[config.mk]
export PLATFORM = sky130hd
export DESIGN_NAME = cruise_speed_pid_top
export DESIGN_NICKNAME = d
export VERILOG_FILES = /design/src/sv/csp_pkg.sv /design/src/sv/csp_ctrl.sv /design/src/sv/csp_dp.sv /design/src/sv/cruise_speed_pid_top.sv
export SDC_FILE = /design/constraint.sdc
export NUM_CORES = 1
export LEC_CHECK = 0
export ABC_AREA = 1
export BUFFER_PORTS_ARGS = -buffer_cell sky130_fd_sc_hd__buf_2
export CAP_MARGIN = 20
export CORE_ASPECT_RATIO = 1.75
export CORE_UTILIZATION = 30
export DETAILED_ROUTE_END_ITERATION = 12
export HOLD_SLACK_MARGIN = 0.03
export MAX_ROUTING_LAYER = met4
export PLACE_DENSITY = 0.42
export SLEW_MARGIN = 20
export SYNTH_ARGS = -nofsm -noshare
export SYNTH_HDL_FRONTEND = slang
export SYNTH_SLANG_ARGS = --single-unit
[constraint.sdc]
create_clock -name clock -period 5.4 [get_ports clock]
set_input_delay 0.27 -clock clock [delete_from_list [all_inputs] [get_ports clock]]
set_output_delay 0.27 -clock clock [all_outputs]
set_load 0.02 [all_outputs]
[src/sv/csp_pkg.sv]
// Shared types and constants for the cruise speed PID block.
// No dependencies; every other file refers to it by scoped names.
package csp_pkg;

   localparam int SPEED_WIDTH = 11;              // speed field width, 8..15
   localparam int ERR_W = SPEED_WIDTH + 1;       // signed speed error
   localparam int DER_W = SPEED_WIDTH + 2;       // signed error difference
   localparam int INT_W = 15;                    // integral accumulator
   localparam int INTS_W = INT_W + 2;            // signed integral before clamp
   localparam int GAIN_W = 8;
   localparam int CUR_W = 8;
   localparam int PWM_W = 8;
   localparam int CSR_IDX_W = 3;
   localparam int CSR_DATA_W = INT_W;

   localparam int PROD_P_W = ERR_W + GAIN_W + 1;
   localparam int PROD_I_W = INT_W + GAIN_W + 1;
   localparam int PROD_D_W = DER_W + GAIN_W + 1;
   localparam int SUM_W = ((PROD_D_W > PROD_I_W) ? PROD_D_W : PROD_I_W) + 2;

   localparam int REQ_DATA_W = ((2 * SPEED_WIDTH + 7) / 8) * 8;
   localparam int RSP_DATA_W = ((PWM_W + CUR_W + 7) / 8) * 8;

   // Control output saturation and duty scaling (x * 255 / 1000, truncated).
   localparam int SAT_W = 10;
   localparam logic [SAT_W-1:0] OUTPUT_LIMIT = SAT_W'(1000);
   localparam int SCALE_SHIFT = 28;
   localparam int SCALE_K_W = 27;
   // 255 * ceil(2^28 / 1000)
   localparam logic [SCALE_K_W-1:0] SCALE_K = SCALE_K_W'(68451180);
   localparam int SCALE_P_W = SAT_W + SCALE_K_W;

   localparam logic [INT_W-1:0] INTEGRAL_PRESET = INT_W'(250);

   // Register indexes
   localparam logic [CSR_IDX_W-1:0] CSR_GAIN_P = 3'd0;
   localparam logic [CSR_IDX_W-1:0] CSR_GAIN_I = 3'd1;
   localparam logic [CSR_IDX_W-1:0] CSR_GAIN_D = 3'd2;
   localparam logic [CSR_IDX_W-1:0] CSR_INT_CEIL = 3'd3;
   localparam logic [CSR_IDX_W-1:0] CSR_CUR_CEIL = 3'd4;

   // Controller to datapath commands
   typedef struct packed {
      logic load;    // capture tick, update loop state
      logic mul;     // form the three gain products
      logic sum;     // add and saturate
      logic scale;   // scale to duty, load result register
   } cmd_type;

endpackage

[src/sv/csp_ctrl.sv]
// Sequencer for the cruise speed PID block: tick handshake and result valid.
// Depends on csp_pkg.
module csp_ctrl (
   input  logic            clock,
   input  logic            reset,
   input  logic            req_tvalid,
   output logic            req_tready,
   output logic            rsp_tvalid,
   input  logic            rsp_tready,
   output csp_pkg::cmd_type cmd
);

   typedef enum logic [3:0] {
      ST_IDLE  = 4'b0001,
      ST_MUL   = 4'b0010,
      ST_SUM   = 4'b0100,
      ST_SCALE = 4'b1000
   } state_type;

   state_type state_ff, state_in;
   logic      rsp_valid_ff, rsp_valid_in;
   logic      out_free;

   assign req_tready = (state_ff == ST_IDLE);
   assign rsp_tvalid = rsp_valid_ff;
   assign out_free   = !rsp_valid_ff || rsp_tready;

   always_comb begin
      state_in     = state_ff;
      cmd          = '0;
      rsp_valid_in = rsp_valid_ff && !rsp_tready;
      case (state_ff)
         ST_IDLE: begin
            if (req_tvalid) begin
               cmd.load = 1'b1;
               state_in = ST_MUL;
            end
         end
         ST_MUL: begin
            cmd.mul  = 1'b1;
            state_in = ST_SUM;
         end
         ST_SUM: begin
            cmd.sum  = 1'b1;
            state_in = ST_SCALE;
         end
         ST_SCALE: begin
            // wait here while the previous result is still unclaimed
            if (out_free) begin
               cmd.scale    = 1'b1;
               rsp_valid_in = 1'b1;
               state_in     = ST_IDLE;
            end
         end
         default: begin
            state_in = ST_IDLE;
         end
      endcase
   end

   always_ff @(posedge clock) begin
      if (reset) begin
         state_ff     <= ST_IDLE;
         rsp_valid_ff <= 1'b0;
      end else begin
         state_ff     <= state_in;
         rsp_valid_ff <= rsp_valid_in;
      end
   end

endmodule

[src/sv/csp_dp.sv]
// Datapath for the cruise speed PID block: settings, loop state, products,
// saturation and duty scaling. Depends on csp_pkg.
module csp_dp (
   input  logic                               clock,
   input  logic                               reset,
   input  csp_pkg::cmd_type                   cmd,
   input  logic                               cruise_active,
   input  logic [csp_pkg::SPEED_WIDTH-1:0]    wheel_speed,
   input  logic [csp_pkg::SPEED_WIDTH-1:0]    requested_speed,
   input  logic                               csr_we,
   input  logic [csp_pkg::CSR_IDX_W-1:0]      csr_index,
   input  logic [csp_pkg::CSR_DATA_W-1:0]     csr_wdata,
   output logic [csp_pkg::PWM_W-1:0]          pwm_target,
   output logic [csp_pkg::CUR_W-1:0]          current_target
);

   localparam int SW = csp_pkg::SPEED_WIDTH;

   // settings
   logic [csp_pkg::GAIN_W-1:0] kp_ff, ki_ff, kd_ff;
   logic [csp_pkg::INT_W-1:0]  int_ceil_ff;
   logic [csp_pkg::CUR_W-1:0]  cur_ceil_ff;

   // loop state
   logic                              restart_ff;
   logic [SW-1:0]                     held_ff, held_in;
   logic signed [csp_pkg::ERR_W-1:0]  prev_err_ff, err_in;
   logic [csp_pkg::INT_W-1:0]         integ_ff, integ_in, integ_base;
   logic signed [csp_pkg::DER_W-1:0]  deriv_ff, deriv_in;
   logic signed [csp_pkg::INTS_W-1:0] integ_raw;
   logic signed [csp_pkg::ERR_W-1:0]  prev_base;

   // per-tick pipeline
   logic                                idle_tick_ff;
   logic [csp_pkg::CUR_W-1:0]           cur_tick_ff;
   logic signed [csp_pkg::PROD_P_W-1:0] prod_p_ff;
   logic signed [csp_pkg::PROD_I_W-1:0] prod_i_ff;
   logic signed [csp_pkg::PROD_D_W-1:0] prod_d_ff;
   logic signed [csp_pkg::SUM_W-1:0]    sum_raw;
   logic [csp_pkg::SAT_W-1:0]           sat_ff, sat_in;
   logic [csp_pkg::SCALE_P_W-1:0]       scaled;
   logic [csp_pkg::PWM_W-1:0]           pwm_ff;
   logic [csp_pkg::CUR_W-1:0]           cur_out_ff;

   // settings port
   always_ff @(posedge clock) begin
      if (reset) begin
         kp_ff       <= '0;
         ki_ff       <= csp_pkg::GAIN_W'(1);
         kd_ff       <= '0;
         int_ceil_ff <= csp_pkg::INT_W'(1000);
         cur_ceil_ff <= '0;
      end else if (csr_we) begin
         case (csr_index)
            csp_pkg::CSR_GAIN_P:   kp_ff       <= csr_wdata[csp_pkg::GAIN_W-1:0];
            csp_pkg::CSR_GAIN_I:   ki_ff       <= csr_wdata[csp_pkg::GAIN_W-1:0];
            csp_pkg::CSR_GAIN_D:   kd_ff       <= csr_wdata[csp_pkg::GAIN_W-1:0];
            csp_pkg::CSR_INT_CEIL: int_ceil_ff <= csr_wdata[csp_pkg::INT_W-1:0];
            csp_pkg::CSR_CUR_CEIL: cur_ceil_ff <= csr_wdata[csp_pkg::CUR_W-1:0];
            default: ;
         endcase
      end
   end

   // error, clamped integral and derivative for the incoming tick
   always_comb begin
      if (restart_ff) begin
         held_in    = (requested_speed != '0) ? requested_speed : wheel_speed;
         integ_base = csp_pkg::INTEGRAL_PRESET;
         prev_base  = '0;
      end else begin
         held_in    = held_ff;
         integ_base = integ_ff;
         prev_base  = prev_err_ff;
      end
      err_in    = $signed({1'b0, held_in}) - $signed({1'b0, wheel_speed});
      integ_raw = $signed({2'b00, integ_base}) + csp_pkg::INTS_W'(err_in);
      if (integ_raw > $signed({2'b00, int_ceil_ff})) begin
         integ_in = int_ceil_ff;
      end else if (integ_raw < 0) begin
         integ_in = '0;
      end else begin
         integ_in = integ_raw[csp_pkg::INT_W-1:0];
      end
      deriv_in = csp_pkg::DER_W'(err_in) - csp_pkg::DER_W'(prev_base);
   end

   always_ff @(posedge clock) begin
      if (reset) begin
         restart_ff  <= 1'b1;
         held_ff     <= '0;
         prev_err_ff <= '0;
         integ_ff    <= csp_pkg::INTEGRAL_PRESET;
      end else if (cmd.load) begin
         if (cruise_active) begin
            restart_ff  <= 1'b0;
            held_ff     <= held_in;
            prev_err_ff <= err_in;     // also the error of this tick
            integ_ff    <= integ_in;
         end else begin
            restart_ff <= 1'b1;
         end
      end
   end

   always_ff @(posedge clock) begin
      if (cmd.load) begin
         idle_tick_ff <= !cruise_active;
         cur_tick_ff  <= cruise_active ? cur_ceil_ff : '0;
         deriv_ff     <= deriv_in;
      end
   end

   // gain products
   always_ff @(posedge clock) begin
      if (cmd.mul) begin
         prod_p_ff <= $signed({1'b0, kp_ff}) * prev_err_ff;
         prod_i_ff <= $signed({1'b0, ki_ff}) * $signed({1'b0, integ_ff});
         prod_d_ff <= $signed({1'b0, kd_ff}) * deriv_ff;
      end
   end

   // sum and saturate to 0..1000
   always_comb begin
      sum_raw = csp_pkg::SUM_W'(prod_p_ff) + csp_pkg::SUM_W'(prod_i_ff)
              + csp_pkg::SUM_W'(prod_d_ff);
      if (idle_tick_ff || sum_raw < 0) begin
         sat_in = '0;
      end else if (sum_raw > $signed(csp_pkg::SUM_W'(csp_pkg::OUTPUT_LIMIT))) begin
         sat_in = csp_pkg::OUTPUT_LIMIT;
      end else begin
         sat_in = sum_raw[csp_pkg::SAT_W-1:0];
      end
   end

   always_ff @(posedge clock) begin
      if (cmd.sum) begin
         sat_ff <= sat_in;
      end
   end

   // duty = sat * 255 / 1000 via reciprocal multiply
   assign scaled = csp_pkg::SCALE_P_W'(sat_ff) * csp_pkg::SCALE_P_W'(csp_pkg::SCALE_K);

   always_ff @(posedge clock) begin
      if (cmd.scale) begin
         pwm_ff     <= scaled[csp_pkg::SCALE_SHIFT +: csp_pkg::PWM_W];
         cur_out_ff <= cur_tick_ff;
      end
   end

   assign pwm_target     = pwm_ff;
   assign current_target = cur_out_ff;

endmodule

[src/sv/cruise_speed_pid_top.sv]
// Top level of the cruise speed PID block: stream ports and settings port.
// Depends on csp_pkg, csp_ctrl and csp_dp.

// Cruise speed PID controller. One item on req_ is one control tick and
// yields exactly one item on rsp_. An item runs four steps (load and
// loop-state update at the accepting edge, gain products, sum and
// saturation, duty scaling), set by the sequencer stepping through its
// product, sum and scaling states. rsp_tvalid is registered and rises
// at the edge that loads the result. One tick is in flight at a time, so
// the block takes no new item until the last one has been scaled, and the
// scaling step waits while the result register is unclaimed; the next tick
// may enter while the last result still waits to be taken. An inactive tick arms
// a restart and answers zero duty and zero current. The first active tick
// after a restart latches the held speed (the requested speed, or the wheel
// speed if the request is zero), clears the previous error and presets the
// integral to 250. Duty is the PID sum saturated to 0..1000 and scaled to
// 0..255; current_target is the current ceiling setting on active ticks.
// Settings are to be written through csr_ while the block is idle, which the
// block does not enforce; writes to indexes past the list are dropped.
module cruise_speed_pid_top (
   input  logic                              clock,
   input  logic                              reset,
   // tick input
   input  logic                              req_tvalid,
   output logic                              req_tready,
   input  logic [csp_pkg::REQ_DATA_W-1:0]    req_tdata,  // wheel_speed, requested_speed
   input  logic [0:0]                        req_tuser,  // cruise_active
   // result output
   output logic                              rsp_tvalid,
   input  logic                              rsp_tready,
   output logic [csp_pkg::RSP_DATA_W-1:0]    rsp_tdata,  // pwm_target, current_target
   // settings
   input  logic                              csr_we,
   input  logic [csp_pkg::CSR_IDX_W-1:0]     csr_index,
   input  logic [csp_pkg::CSR_DATA_W-1:0]    csr_wdata
);

   localparam int SW = csp_pkg::SPEED_WIDTH;

   csp_pkg::cmd_type          cmd;
   logic [csp_pkg::PWM_W-1:0] pwm_target;
   logic [csp_pkg::CUR_W-1:0] current_target;

   csp_ctrl u_ctrl (
      .clock      (clock),
      .reset      (reset),
      .req_tvalid (req_tvalid),
      .req_tready (req_tready),
      .rsp_tvalid (rsp_tvalid),
      .rsp_tready (rsp_tready),
      .cmd        (cmd)
   );

   csp_dp u_dp (
      .clock           (clock),
      .reset           (reset),
      .cmd             (cmd),
      .cruise_active   (req_tuser[0]),
      .wheel_speed     (req_tdata[SW-1:0]),
      .requested_speed (req_tdata[2*SW-1:SW]),
      .csr_we          (csr_we),
      .csr_index       (csr_index),
      .csr_wdata       (csr_wdata),
      .pwm_target      (pwm_target),
      .current_target  (current_target)
   );

   // pwm in the low byte, current above it; any padding is zero
   assign rsp_tdata = csp_pkg::RSP_DATA_W'({current_target, pwm_target});

endmodule

Yosys cells after proc, flatten, opt, wreduce, memory -nomap -nowiden
Cells that the tools add are included.
{"block": "classes", "eq_ne": 10, "n_mul": 4, "reduce_logical": 16, "n_lt_le_gt_ge": 4, "muxes": 19, "add_sub_neg": 5}
{"operator": "2-to-1 mux 15 bit", "count": 3}
{"operator": "multiplier 10 x 25 -> 34 bit (second input constant)", "count": 1}
{"operator": "adder 25 x 22 -> 26 bit", "count": 1}
{"operator": "greater-than comparator 26 x 11 -> 1 bit (second input constant)", "count": 1}
{"operator": "< comparator 26 x 1 -> 1 bit (second input constant)", "count": 1}
{"operator": "adder 21 x 24 -> 25 bit", "count": 1}
{"operator": "multiplier 8 x 15 -> 23 bit", "count": 1}
{"operator": "multiplier 9 x 13 -> 22 bit", "count": 1}
{"operator": "2-to-1 mux 11 bit", "count": 2}
{"operator": "multiplier 9 x 12 -> 21 bit", "count": 1}
{"operator": "adder 16 x 12 -> 17 bit", "count": 1}
{"operator": "greater-than comparator 17 x 16 -> 1 bit", "count": 1}
{"operator": "< comparator 17 x 1 -> 1 bit (second input constant)", "count": 1}
{"operator": "one-hot mux 4 bit (4 select lines)", "count": 1}
{"operator": "AND reduction 2 bit", "count": 7}
{"operator": "subtractor 12 x 12 -> 13 bit", "count": 1}
{"operator": "2-to-1 mux 12 bit", "count": 1}
{"operator": "subtractor 11 x 11 -> 12 bit", "count": 1}
{"operator": "nonzero test 11 bit", "count": 1}
{"operator": "2-to-1 mux 10 bit", "count": 1}
{"operator": "2-to-1 mux 1 bit", "count": 9}
{"operator": "2-to-1 mux 4 bit", "count": 2}
{"operator": "== test 3 x 2 -> 1 bit (second input constant)", "count": 2}
{"operator": "== test 4 x 1 -> 1 bit (second input constant)", "count": 1}
{"operator": "other kinds (12)", "count": 15}
{"block": "word_totals", "output_inout_bits": 18, "word_cells": 79, "reg_bits": 205}

Logic depth before layout (Yosys ltp)
Gate-level depths: netlist of run 1.
{"block": "depth", "ltp_word": 8, "ltp_mapped": 38}

Hierarchy
From an unflattened synthesis of run 1, not the netlist that was laid out.
{"block": "hier_totals", "cells_unflattened": 3296, "area_unflattened_um2": 26432.9}
{"mod": "csp_dp", "seq_area_each_um2": 5144.9, "area_per_inst_um2": 26163.8, "cells_each": 3252, "instances": 1}
{"mod": "csp_ctrl", "seq_area_each_um2": 100.1, "area_per_inst_um2": 269.0, "cells_each": 44, "instances": 1}

Worst setup path before layout of run 1
Ideal clock, no wire load.
{"block": "synth_timing", "path_type": "input -> register", "startpoint": "in req_tdata[17] in the netlist's numbering", "endpoint": "reg u_dp.integ_ff[11] in the netlist's numbering", "setup_slack_ps": 474, "path_stages": 35, "n_path_buf": 1, "arrival_time_ps": 4816, "setup_time_ps": 109, "cell_sequence": "inv_1 nand4_1 nor4_1 nand2_1 inv_1 a211o_1 o21ai_0 ha_1 fa_1 inv_1 nand2_1 nand2_1 nand2_1 o21ai_0 xor2_1 ha_1 nand2_1 nor2_1 a211oi_1 nand2_1 nand2_1 nor2_1 o21bai_1 nand2_1 ha_1 inv_1 nor3_1 nand4_1 o22ai_1 nand3_2 buf_4 nand3_1 nand3_1 nand2_1 inv_1"}
{"block": "synth_between", "elab_chain_cells": 8}
{"element": "from (decl)", "line_no": "cruise_speed_pid_top.sv:26", "text": "input logic [csp_pkg::REQ_DATA_W-1:0] req_tdata,"}
{"element": "nonzero test 11 bit", "line_no": "csp_dp.sv:68", "text": "held_in = (requested_speed != '0) ? requested_speed : wheel_speed;"}
{"element": "2-to-1 mux 11 bit (*)", "line_no": "csp_dp.sv:68"}
{"element": "2-to-1 mux 11 bit (*)", "line_no": "csp_dp.sv:67", "text": "if (restart_ff) begin"}
{"element": "subtractor 11 x 11 -> 12 bit (*)", "line_no": "csp_dp.sv:76", "text": "err_in = $signed({1'b0, held_in}) - $signed({1'b0, wheel_speed});"}
{"element": "net u_dp.err_in (one bit)", "line_no": "csp_dp.sv:27", "text": "logic signed [csp_pkg::ERR_W-1:0] prev_err_ff, err_in;"}
{"element": "adder 16 x 12 -> 17 bit (*)", "line_no": "csp_dp.sv:77", "text": "integ_raw = $signed({2'b00, integ_base}) + csp_pkg::INTS_W'(err_in);"}
{"element": "< comparator 17 x 1 -> 1 bit", "line_no": "csp_dp.sv:80", "text": "end else if (integ_raw < 0) begin"}
{"element": "2-to-1 mux 15 bit", "line_no": "csp_dp.sv:80"}
{"element": "2-to-1 mux 15 bit (*)", "line_no": "csp_dp.sv:78", "text": "if (integ_raw > $signed({2'b00, int_ceil_ff})) begin"}
{"element": "to (signal assigned)", "line_no": "csp_dp.sv:93", "text": "integ_ff <= csp_pkg::INTEGRAL_PRESET;"}
{"element": "to (signal assigned)", "line_no": "csp_dp.sv:99", "text": "integ_ff <= integ_in;"}
{"element": "to (decl)", "line_no": "csp_dp.sv:28", "text": "logic [csp_pkg::INT_W-1:0] integ_ff, integ_in, integ_base;"}
Mark *: on every way through the listed nets, which the timed path passes. The rest lies on a longest branch.
A chain may end at the register's enable or synchronous reset.

Worst setup path after layout of run 1
{"block": "layout_timing", "startpoint": "reg u_dp.sat_ff[7] in the netlist's numbering", "endpoint": "reg u_dp.pwm_ff (netlist bit u_dp.pwm_target[6]) (data pin)"}
{"block": "layout_between", "elab_chain_cells": 1}
{"element": "from (decl)", "line_no": "csp_dp.sv:40", "text": "logic [csp_pkg::SAT_W-1:0] sat_ff, sat_in;"}
{"element": "from (signal assigned)", "line_no": "csp_dp.sv:138", "text": "sat_ff <= sat_in;"}
{"element": "multiplier 10 x 25 -> 34 bit", "line_no": "csp_dp.sv:143", "text": "assign scaled = csp_pkg::SCALE_P_W'(sat_ff) * csp_pkg::SCALE_P_W'(csp_pkg::SCALE_K);"}
{"element": "net u_dp.scaled (one bit)", "line_no": "csp_dp.sv:41", "text": "logic [csp_pkg::SCALE_P_W-1:0] scaled;"}
{"element": "to (signal assigned)", "line_no": "csp_dp.sv:147", "text": "pwm_ff <= scaled[csp_pkg::SCALE_SHIFT +: csp_pkg::PWM_W];"}
{"element": "to (decl)", "line_no": "csp_dp.sv:42", "text": "logic [csp_pkg::PWM_W-1:0] pwm_ff;"}
The timed path passes the listed nets, and every way through them passes these cells.

==> impl_metrics.csv, run 1 <==
group,metric,value,unit
setup_path,slowest_delay,0.56,ns
yosys,async_flop_share,0,
global_route,grt_pass1_wl,121400,um
yosys,yosysUniqueCellTypes,52,
floorplan,die_w,225.7,um
cts,clk_pin_slew,0.06,ns
setup_path,crit_required,5.72,ns
routing,drt_pass1_iterations,4,
worst_hold_path,min_to,"u_ctrl.state_ff[0]",
pwr,finalPower,6.029,mW
floorplan,core_area,0.08678,mm2
cells_and_area,register_area,0.005259,mm2
floorplan,placementRows,143,
cells_and_area,final_area,0.02962,mm2
routing,viasPerCell,4.462,
pwr,p_sw,2.415,mW
setup_path,crit-reg2reg-capture,"u_dp.pwm_target[6]",
pwr,comb_power_share,0.404,
cells_and_area,post-route-util,0.3414,
setup_path,crit_type,"reg2reg",
setup_path,arrival,5.46,ns
yosys,syn-num-nets,3933,
sta,finalSetupViolations,0,
floorplan,dieArea,0.08881,mm2
routing,wl,77160,um
setup_path,critical_path_peak_fanout,4,
yosys,synth.avg_cell_area,8.040,um2
setup_path,rr_startpoint,"u_dp.sat_ff[7]",
setup_path,start_kind,"flop",
yosys,seq_area_frac_synth,0.1996,
setup_path,critPathMostFrequentCell,"fa_1",
global_route,antenna_found_initial,1,
sta,slew_viol_final,0,
cells_and_area,fin_cells,4591,
routing,drt_iter0_markers,638,
routing,dr_total_vias,20480,
cells_and_area,area_delta_synth_final,12.75,%
setup_path,crit_chain,"buf_4 > fa_1 > inv_1 > fa_1 > inv_1 > fa_1 > fa_1 > inv_1 > fa_1 > inv_1 > ha_1 > a21oi_1 > o21a_1 > o21bai_1 > a221o_1 > o21a_1 > xor2_1",
flow_run,drv_cap,0,
cts,cts_root_buf,"clkbuf_16",
global_route,grt_pass1_vias,22380,
floorplan,start_util,0.3028,
cts,clk_path_buf_depth,3,
yosys,syn_inst,3268,
global_route,grt-ovfl-total,0,
setup_path,r2r_slack,0.25,ns
global_route,gr-usage-all-layers,0.1848,
sta,clock_skew,0.01483,ns
cts,insertion_delay,0.57,ns
run_status,status,"finished clean",
pwr,p_per_area,203.5,mW/mm2
yosys,syn_area,0.02627,mm2
cts,cts_buffers,25,
cts,h-tree-depth,1,
yosys,yosysTopAreaCell,"fa_1",
sta,whs,0.07354,ns
routing,wl_per_cell,16.81,um
routing,drc,0,
floorplan,io_pins,66,
global_route,grt_max_degree,67,
setup_path,cp-end-kind,"flop",
placement,postPlaceCellArea,0.02870,mm2
cells_and_area,final_net_count,4078,
worst_hold_path,whs_path_depth,4,
setup_path,cp-startpoint,"u_dp.sat_ff[7]",
yosys,yosys-top-cells-area,"fa_1 25%, ha_1 14%, edfxtp_1 13%",
pwr,cellLeakagePower,16.17,nW
pwr,ir_drop,0.2116,mV
sta,max_slew_margin,0.2877,
yosys,synth-edff-count,114,
pwr,p_clk_frac,0.272,
sta,worstMarginPinSlew,1.065,ns
setup_path,cp_top_family,"adder cells",
sta,max_clock_freq,0.1943,GHz
worst_hold_path,hold_class,"in2reg",
pwr,p_sw_frac,0.4005,
placement,port_buffers,63,
sta,hold_viol_final,0,
cells_and_area,drive_gt1_frac,0.08598,
pwr,pwr-share-seq,0.324,
yosys,yosys_most_used_dff,"edfxtp_1",
floorplan,dieHeight,393.5,um
yosys,ys_ff_latch,205,
cells_and_area,n_antenna_cell,0,
pwr,p_int,3.614,mW
placement,globalplace.congestion,0.8728,
sta,fin_crit,5.146,ns
cts,cts_tree,"built",
worst_hold_path,min_from,"req_tvalid",
routing,ant_nets,0,
yosys,synth_top_area_frac,0.2484,
placement,dp_cells,4534,
placement,post-dp-hpwl,67060,um
sta,fin_crit_sh,0.9530,
cells_and_area,multi_input_area,0.01764,mm2
setup_path,crit_buf_inv,5,
cts,clkSinkCount,205,
yosys,ys_warn_count,0,
setup_path,crit_slowest_cell,"fa_1",
setup_path,r2r_cells,17,
cells_and_area,fill_cells,9271,
[tightest hold or removal path, delay by kind of cell]
family / cells / cell delay [ns]
compound gates: 1 / 0.10
buf+inv: 2 / 0.18
simple gates: 1 / 0.05
[timing repair]
item,4_1_cts,5_1_grt
endpoints found under the hold margin,8,0
gates resized for setup,0,24
buffers inserted,0,4
hold buffers,8,0
setup endpoints to repair,0,24
[area by class of cell]
| class | count | share of cell area |
|---|---|---|
| repair buffers | 211 | 0.04937 |
| well taps | 1160 | 0.04899 |
| multi-input cells | 2159 | 0.5956 |
| flip-flops and latches | 205 | 0.1775 |
| clock buffers | 31 | 0.02222 |
| inverters | 811 | 0.1028 |
| clock inverters | 14 | 0.003548 |
[synthesized netlist by cell type (6+ instances only)]
| cell | instances |
|---|---|
| buf_2 | 7 |
| nand2_1 | 638 |
| nand2_2 | 11 |
| nor2_1 | 197 |
| a21oi_1 | 191 |
| edfxtp_1 | 114 |
| a21o_1 | 10 |
| o21ai_0 | 132 |
| nand4_1 | 26 |
| or2_2 | 6 |
| xnor2_1 | 40 |
| a31oi_1 | 11 |
| fa_1 | 326 |
| clkbuf_1 | 76 |
| o211ai_1 | 18 |
| inv_1 | 807 |
| nor3_1 | 23 |
| dfxtp_1 | 91 |
| xor2_1 | 69 |
| o21a_1 | 7 |
| ha_1 | 291 |
| nand3_1 | 100 |
| o21bai_1 | 10 |
[placed cells by master (no fill, tap or decap), drive strengths merged, types with 4 or more instances in the layout]
master / instances
ha: 291
nand2: 649
inv: 811
and2: 5
clkinv: 12
clkbuf: 31
o211ai: 18
a21oi: 196
nand4: 27
a21boi: 4
buf: 203
nand3b: 4
o21ai: 135
nor2: 198
dlygate4sd3: 8
o31ai: 4
xor2: 69
edfxtp: 114
a21o: 10
nor3: 24
o21bai: 10
o21a: 7
or2: 7
nand3: 104
xnor2: 40
a31oi: 11
fa: 326
dfxtp: 91
[cells by family after synthesis]
family          synth area share
compound gates           0.08648
fa+ha+maj                 0.3870
flops                     0.1996
buf+inv                   0.1306
xor+xnor                 0.03634
simple gates              0.1600
[worst max path at each step]
| stage | endpoint | slack, ns | cells past startpoint |
|---|---|---|---|
| 2_1_floorplan | u_dp.integ_ff[11] | 0.47 | 35 |
| 3_3_place_gp | u_dp.integ_ff[9] | -0.03 | 36 |
| 3_5_place_dp | u_dp.integ_ff[12] | -0.16 | 36 |
| 4_1_cts | u_dp.prod_i_ff[22] | 0.04 | 17 |
| 5_1_grt | u_dp.integ_ff[5] | -0.003 | 30 |
| 6_report | u_dp.pwm_target[6] | 0.25 | 17 |
[layer usage]
layer  global-route usage  share of wire
met1               0.1712           0.35
met2               0.3737           0.58
met3              0.01254          0.016
met4              0.08200          0.048
met5                    -              0
[power by group through the flow]
stage / logic (mW) / clock network (mW) / registers (mW)
finish: 2.44 / 1.64 / 1.95
global route: 2.73 / 1.75 / 1.96
CTS: 2.48 / 1.71 / 1.95
detailed placement: 2.46 / 0 / 1.99
global placement: 2.46 / 0 / 1.99
floorplan: 1.61 / 0 / 1.84
[state kept, by name (all words and copies together) (netlist names), 10 cells and up]
register	count
u_dp.int_ceil_ff	15
u_dp.prev_err_ff	12
u_dp.prod_p_ff	21
u_dp.prod_d_ff	22
u_dp.prod_i_ff	23
u_dp.deriv_ff	13
u_dp.sat_ff	10
u_dp.integ_ff	15
u_dp.held_ff	11
[metrics by stage]
| stage | setup WS [ns] | TNS, ns |
|---|---|---|
| CTS | 0.04346 | 0 |
| finish | 0.2540 | 0 |
| global route | -0.002619 | -0.002619 |
| global placement | -0.02762 | -0.1985 |
| detailed placement | -0.1570 | -2.061 |
| floorplan | 0.4745 | 0 |
Power figures use the tool's default switching activity.
==> run 2: changes to the inputs <==
- PLACE_DENSITY: 0.42 -> 0.49
==> run 2 against run 1 <==
Effect of this change:
- first-iteration DRC count grew 23%
- power grew 2.9%
- non-clock buffer count decreased by 25
- critical endpoint is now u_dp.pwm_target[4]
- global-route usage fell by 0.95 points
==> impl_metrics.csv, run 2 (synthesis results as in run 1) <==
group,metric,value,unit
run_status,status,"finished clean",
flow_run,drv_cap,0,
worst_hold_path,hold_class,"in2reg",
worst_hold_path,min_from,"csr_wdata[12]",
cts,insertion_delay,0.57,ns
cells_and_area,top_regs,"u_dp.prod_i_ff: 23 flops, u_dp.prod_d_ff: 22 flops, u_dp.prod_p_ff: 21 flops",
floorplan,start_util,0.3028,
sta,slew_viol_final,0,
floorplan,core_area,0.08678,mm2
pwr,cellLeakagePower,16.10,nW
sta,finalSetupViolations,0,
routing,drt_pass1_iterations,5,
cells_and_area,mostFrequentLayoutCells,"805 x inv_1, 638 x nand2_1, 326 x fa_1, 291 x ha_1, 194 x nor2_1",
cts,cts_buffers,25,
setup_path,crit_required,5.70,ns
setup_path,cp-end-kind,"flop",
sta,max_clock_freq,0.1928,GHz
cts,clk_pin_slew,0.06,ns
routing,ant_nets,0,
floorplan,dieArea,0.08881,mm2
cts,clkSinkCount,205,
global_route,grt-ovfl-total,0,
worst_hold_path,min_to,"u_dp.int_ceil_ff[12]",
routing,drc,0,
setup_path,crit_type,"reg2reg",
cells_and_area,regMostFlops,"u_dp.prod_i_ff",
setup_path,critical_path_peak_fanout,5,
routing,drt_iter0_markers,786,
floorplan,io_pins,66,
setup_path,r2r_slack,0.21,ns
global_route,antenna_found_initial,1,
cts,h-tree-depth,1,
cts,cts_setup_buffers,0,
placement,dp_worst_setup_slack,-0.09494,ns
sta,rsz0062_at_grt,"yes",
setup_path,rr_startpoint,"u_dp.sat_ff[7]",
cts,clk_path_buf_depth,3,
cells_and_area,post-route-util,0.3405,
routing,wl_per_cell,16.02,um
pwr,p_per_area,210.0,mW/mm2
worst_hold_path,whs_path_depth,3,
cts,cts_tree,"built",
global_route,gr-usage-all-layers,0.1752,
setup_path,arrival,5.49,ns
routing,dr_total_vias,20680,
placement,globalplace.congestion,0.8785,
setup_path,r2r_cells,17,
cts,cts_root_buf,"clkbuf_16",
cells_and_area,largest_reg_flops,23,
routing,viasPerCell,4.529,
global_route,grt_pass1_wl,116700,um
pwr,ir_drop,0.2766,mV
routing,wl,73150,um
setup_path,start_kind,"flop",
global_route,grt_max_degree,67,
cells_and_area,area_delta_synth_final,12.45,%
sta,fin_crit,5.186,ns
setup_path,crit-reg2reg-capture,"u_dp.pwm_target[4]",
cells_and_area,final_net_count,4053,
sta,max_slew_margin,0.3529,
floorplan,die_w,225.7,um
cells_and_area,layout_commonest_cell,"inv_1",
sta,clock_skew,0.01419,ns
global_route,grt_pass1_vias,22110,
sta,hold_viol_final,0,
sta,post-route-worst-setup-slack,0.2140,ns
cells_and_area,drive_gt1_frac,0.07957,
floorplan,placementRows,143,
placement,post-dp-hpwl,63410,um
sta,fin_crit_sh,0.9604,
floorplan,dieHeight,393.5,um
placement,port_buffers,63,
sta,worstMarginPinSlew,0.9632,ns
[run 2: cell count changes in the layout (fill, tap and decap cells not counted), moves of 2 or more]
cell        previous run  this run
clkinvlp_4             1         3
bufinv_16              1         6
clkbuf_1               5         3
inv_6                  1         4
clkinv_4               2         0
clkinv_2               4         1
o21ai_1                5         3
buf_4                138       115
o21ai_0              129       131
[run 2: what timing repair did]
action,in CTS,in global routing
setup endpoints to repair,0,20
gates resized for setup,0,18
hold endpoints to repair,7,0
hold buffers,7,0
[run 2: how the worst max path moves through the flow]
stage,startpoint,to,slack [ns],cells past startpoint
4_1_cts,u_dp.integ_ff[4],u_dp.prod_i_ff[22],0.16,19
2_1_floorplan,req_tdata[17],u_dp.integ_ff[11],0.47,35
6_report,u_dp.sat_ff[7],u_dp.pwm_target[4],0.21,17
3_5_place_dp,req_tdata[17],u_dp.integ_ff[13],-0.09,35
5_1_grt,u_dp.integ_ff[1],u_dp.prod_i_ff[22],-0.03,19
3_3_place_gp,req_tdata[17],u_dp.integ_ff[13],0.002,36
[run 2: critical path, cell delays in order (launching register included)]
cell	delay, ns
edfxtp_1	0.52
buf_4	0.20
ha_1	0.36
fa_1	0.59
inv_1	0.08
fa_1	0.53
inv_1	0.05
fa_1	0.56
fa_1	0.44
ha_1	0.38
a21oi_1	0.17
nor2_1	0.05
a211oi_1	0.27
o221ai_1	0.20
a21oi_1	0.16
nand2_1	0.11
a21oi_1	0.17
xor2_1	0.09
[run 2: layout make-up]
class	count	area, um2
inverter	811	3044
timing repair buffer	186	1269
tap	1160	1451
clock buffer	28	636.9
antenna	1	2.502
sequential	205	5259
multi-input combinational	2159	17630
clock inverter	17	254.0
fill	9192	57230
[run 2: through the flow]
stage | instance area [um2] | total power [mW] | setup TNS (ns) | hold slack, ns | std cells
after floorplan | 26270 | 3.446 | 0 | 0.3964 | 3268
after global placement | 28550 | 4.386 | 0 | 0.4041 | 4514
after detailed placement | 28550 | 4.395 | -0.9187 | 0.4072 | 4514
after CTS | 29510 | 6.301 | 0 | 0.03845 | 4566
after global routing | 29550 | 6.624 | -0.03195 | 0.07124 | 4567
final | 29550 | 6.203 | 0 | 0.05225 | 4567
[run 2: per-layer routing]
layer | part of all wire | global-route usage | up-vias
met5 | 0 | - | -
met1 | 0.35 | 0.1660 | 9945
met2 | 0.56 | 0.3418 | 295
li1 | - | - | 10290
met4 | 0.061 | 0.09548 | 0
met3 | 0.023 | 0.01246 | 151
[run 2: where the power goes]
| group | leakage [nW] | internal [mW] | switching [mW] |
|---|---|---|---|
| registers | 1.78 | 1.79 | 0.176 |
| clock network | 0.424 | 1.14 | 0.725 |
| logic | 13.9 | 0.889 | 1.49 |
==> run 3: changes to the inputs <==
- BUFFER_PORTS_ARGS: -buffer_cell sky130_fd_sc_hd__buf_2 -> unset
- DONT_BUFFER_PORTS: unset -> 1
- REMOVE_ABC_BUFFERS: unset -> 1
==> run 3 against run 2 <==
Effect of this change:
- die area unchanged
- worst setup slack lost 0.024 ns
- clock power is 9.6% lower
- sequential power about the same
- register-to-register slack lost 0.02 ns
- critical path depth unchanged
- fmax shrank 0.47%
- sequential share of layout area grew 0.12 points
- power fell by 2.8%
- first-iteration DRC count increased by 5.7%
- wire length is 0.15% higher
- global-route usage is 0.12 points higher
- highest routed layer unchanged
==> impl_metrics.csv, run 3 (synthesis results as in run 1) <==
group,metric,value,unit
setup_path,cp-end-kind,"flop",
sta,fin_crit_sh,0.9649,
setup_path,critical_path_peak_fanout,4,
cells_and_area,regMostFlops,"u_dp.prod_i_ff",
routing,dr_wl_met2,41300,um
flow_run,drv_cap,0,
cts,clkSinkCount,205,
sta,worstMarginPinSlew,0.8794,ns
routing,viasPerCell,4.504,
pwr,ir_drop,0.2250,mV
global_route,antenna_found_initial,3,
placement,port_buffers,0,
pwr,p_per_area,205.7,mW/mm2
sta,tns,0,ns
placement,post-dp-hpwl,62470,um
setup_path,arrival,5.52,ns
routing,drc,0,
cells_and_area,top_regs,"u_dp.prod_i_ff: 23 flops, u_dp.prod_d_ff: 22 flops, u_dp.prod_p_ff: 21 flops",
global_route,grt_max_degree,68,
pwr,cellLeakagePower,15.89,nW
cells_and_area,layout_commonest_cell,"inv_1",
cells_and_area,fin_cells,4525,
cells_and_area,multi_input_area,0.01763,mm2
global_route,gr-usage-all-layers,0.1764,
floorplan,placementRows,143,
cts,h-tree-depth,1,
floorplan,dieArea,0.08881,mm2
global_route,grt_pass1_wl,117500,um
sta,max_clock_freq,0.1919,GHz
routing,wirelength_met1,26000,um
run_status,status,"finished clean",
cts,cts_root_buf,"clkbuf_16",
floorplan,die_w,225.7,um
routing,drt_pass1_iterations,5,
placement,globalplace.congestion,0.9104,
floorplan,core_area,0.08678,mm2
sta,hold_viol_final,0,
cts,cts_tree,"built",
cts,clk_pin_slew,0.06,ns
floorplan,io_pins,66,
sta,clock_skew,0.01752,ns
sta,post-route-worst-setup-slack,0.1896,ns
global_route,grt_pass1_vias,21880,
routing,drt_iter0_markers,831,
placement,dp_worst_setup_slack,-0.09325,ns
cts,cts_buffers,25,
sta,max_slew_margin,0.4138,
routing,wl,73260,um
routing,wl_per_cell,16.19,um
routing,top_layer_used,"met4",
global_route,grt-ovfl-total,0,
routing,ant_nets,0,
routing,wl_met3,1732,um
cells_and_area,area_delta_synth_final,11.62,%
sta,slew_viol_final,0,
cells_and_area,final_net_count,4009,
cts,clk_path_buf_depth,3,
cells_and_area,mostFrequentLayoutCells,"806 x inv_1, 638 x nand2_1, 326 x fa_1, 290 x ha_1, 195 x nor2_1",
setup_path,crit_required,5.70,ns
cells_and_area,register_area,0.005255,mm2
floorplan,start_util,0.3028,
sta,finalSetupViolations,0,
routing,dr_total_vias,20380,
setup_path,crit_type,"reg2reg",
cells_and_area,largest_reg_flops,23,
setup_path,start_kind,"flop",
cells_and_area,fill_cells,9212,
worst_hold_path,hold_class,"in2reg",
cts,insertion_delay,0.57,ns
sta,fin_crit,5.210,ns
cells_and_area,drive_gt1_frac,0.06125,
floorplan,dieHeight,393.5,um
placement,dp_cells,4451,
[run 3: changes by cell type in the layout (fill, tap and decap cells not counted), sizes merged]
cell         delta
diode           +1
clkinv          +5
clkinvlp        -1
bufinv          -4
clkbuf          +3
inv             -2
buf            -58
dlygate4sd3    +14
[run 3: worst paths after layout]
path / cells after the start / from / endpoint / slack (ns)
worst max-delay path: 17 / u_dp.sat_ff[7] / u_dp.pwm_target[6] / 0.19
worst min-delay path: 4 / req_tdata[20] / u_dp.held_ff[9] / 0.07
worst max register to register: 17 / u_dp.sat_ff[7] / u_dp.pwm_target[6] / 0.19
worst min register to register: 0 / u_dp.cur_tick_ff[4] / u_dp.current_target[4] / 0.41
[run 3: report_power, final]
group / switching, mW / internal [mW] / total [mW]
combinational: 1.47 / 0.896 / 2.37
sequential: 0.186 / 1.78 / 1.97
clock: 0.724 / 0.967 / 1.69
total: 2.38 / 3.65 / 6.03
[run 3: critical path, stage by stage (launching register included)]
cell and delay [ns]:
edfxtp_1 0.50, buf_4 0.20, fa_1 0.56, inv_1 0.06, fa_1 0.49, inv_1 0.05
fa_1 0.50, fa_1 0.54, inv_1 0.05, fa_1 0.49, inv_1 0.04, ha_1 0.32
a21oi_1 0.19, o21a_1 0.19, o21bai_1 0.08, a221o_1 0.31, o21a_1 0.21, xor2_1 0.14
[run 3: layout make-up]
cell class,count,share of cell area
Inverter,811,0.1038
Clock buffer,31,0.02244
Sequential cell,205,0.1792
Clock inverter,15,0.005077
Multi-Input combinational cell,2159,0.6012
Antenna cell,2,0.0001706
Tap cell,1160,0.04949
Timing Repair Buffer,142,0.03869
[run 3: routing by layer]
metal / GRT usage / vias up
met4: 0.08904 / 0
li1: - / 10210
met5: - / -
met1: 0.1680 / 9743
met2: 0.3445 / 295
met3: 0.01485 / 132
[run 3: timing repair]
item | 4_1_cts | 5_1_grt
setup buffers | 0 | 4
endpoints found under the hold margin | 79 | 0
endpoints found under the setup margin | 0 | 23
resized for setup | 0 | 12
hold buffers | 22 | 0
[run 3: metrics by stage]
stage / utilization / area, um2 / power, mW / hold slack [ns]
5_1_grt: 0.3380 / 29330 / 6.440 / 0.09758
2_1_floorplan: - / 25890 / 3.399 / 0.3391
3_3_place_gp: 0.3252 / 28220 / 4.345 / 0.3439
6_report: 0.3380 / 29330 / 6.032 / 0.07028
4_1_cts: 0.3372 / 29260 / 6.108 / 0.03506
3_5_place_dp: 0.3252 / 28220 / 4.360 / 0.3496
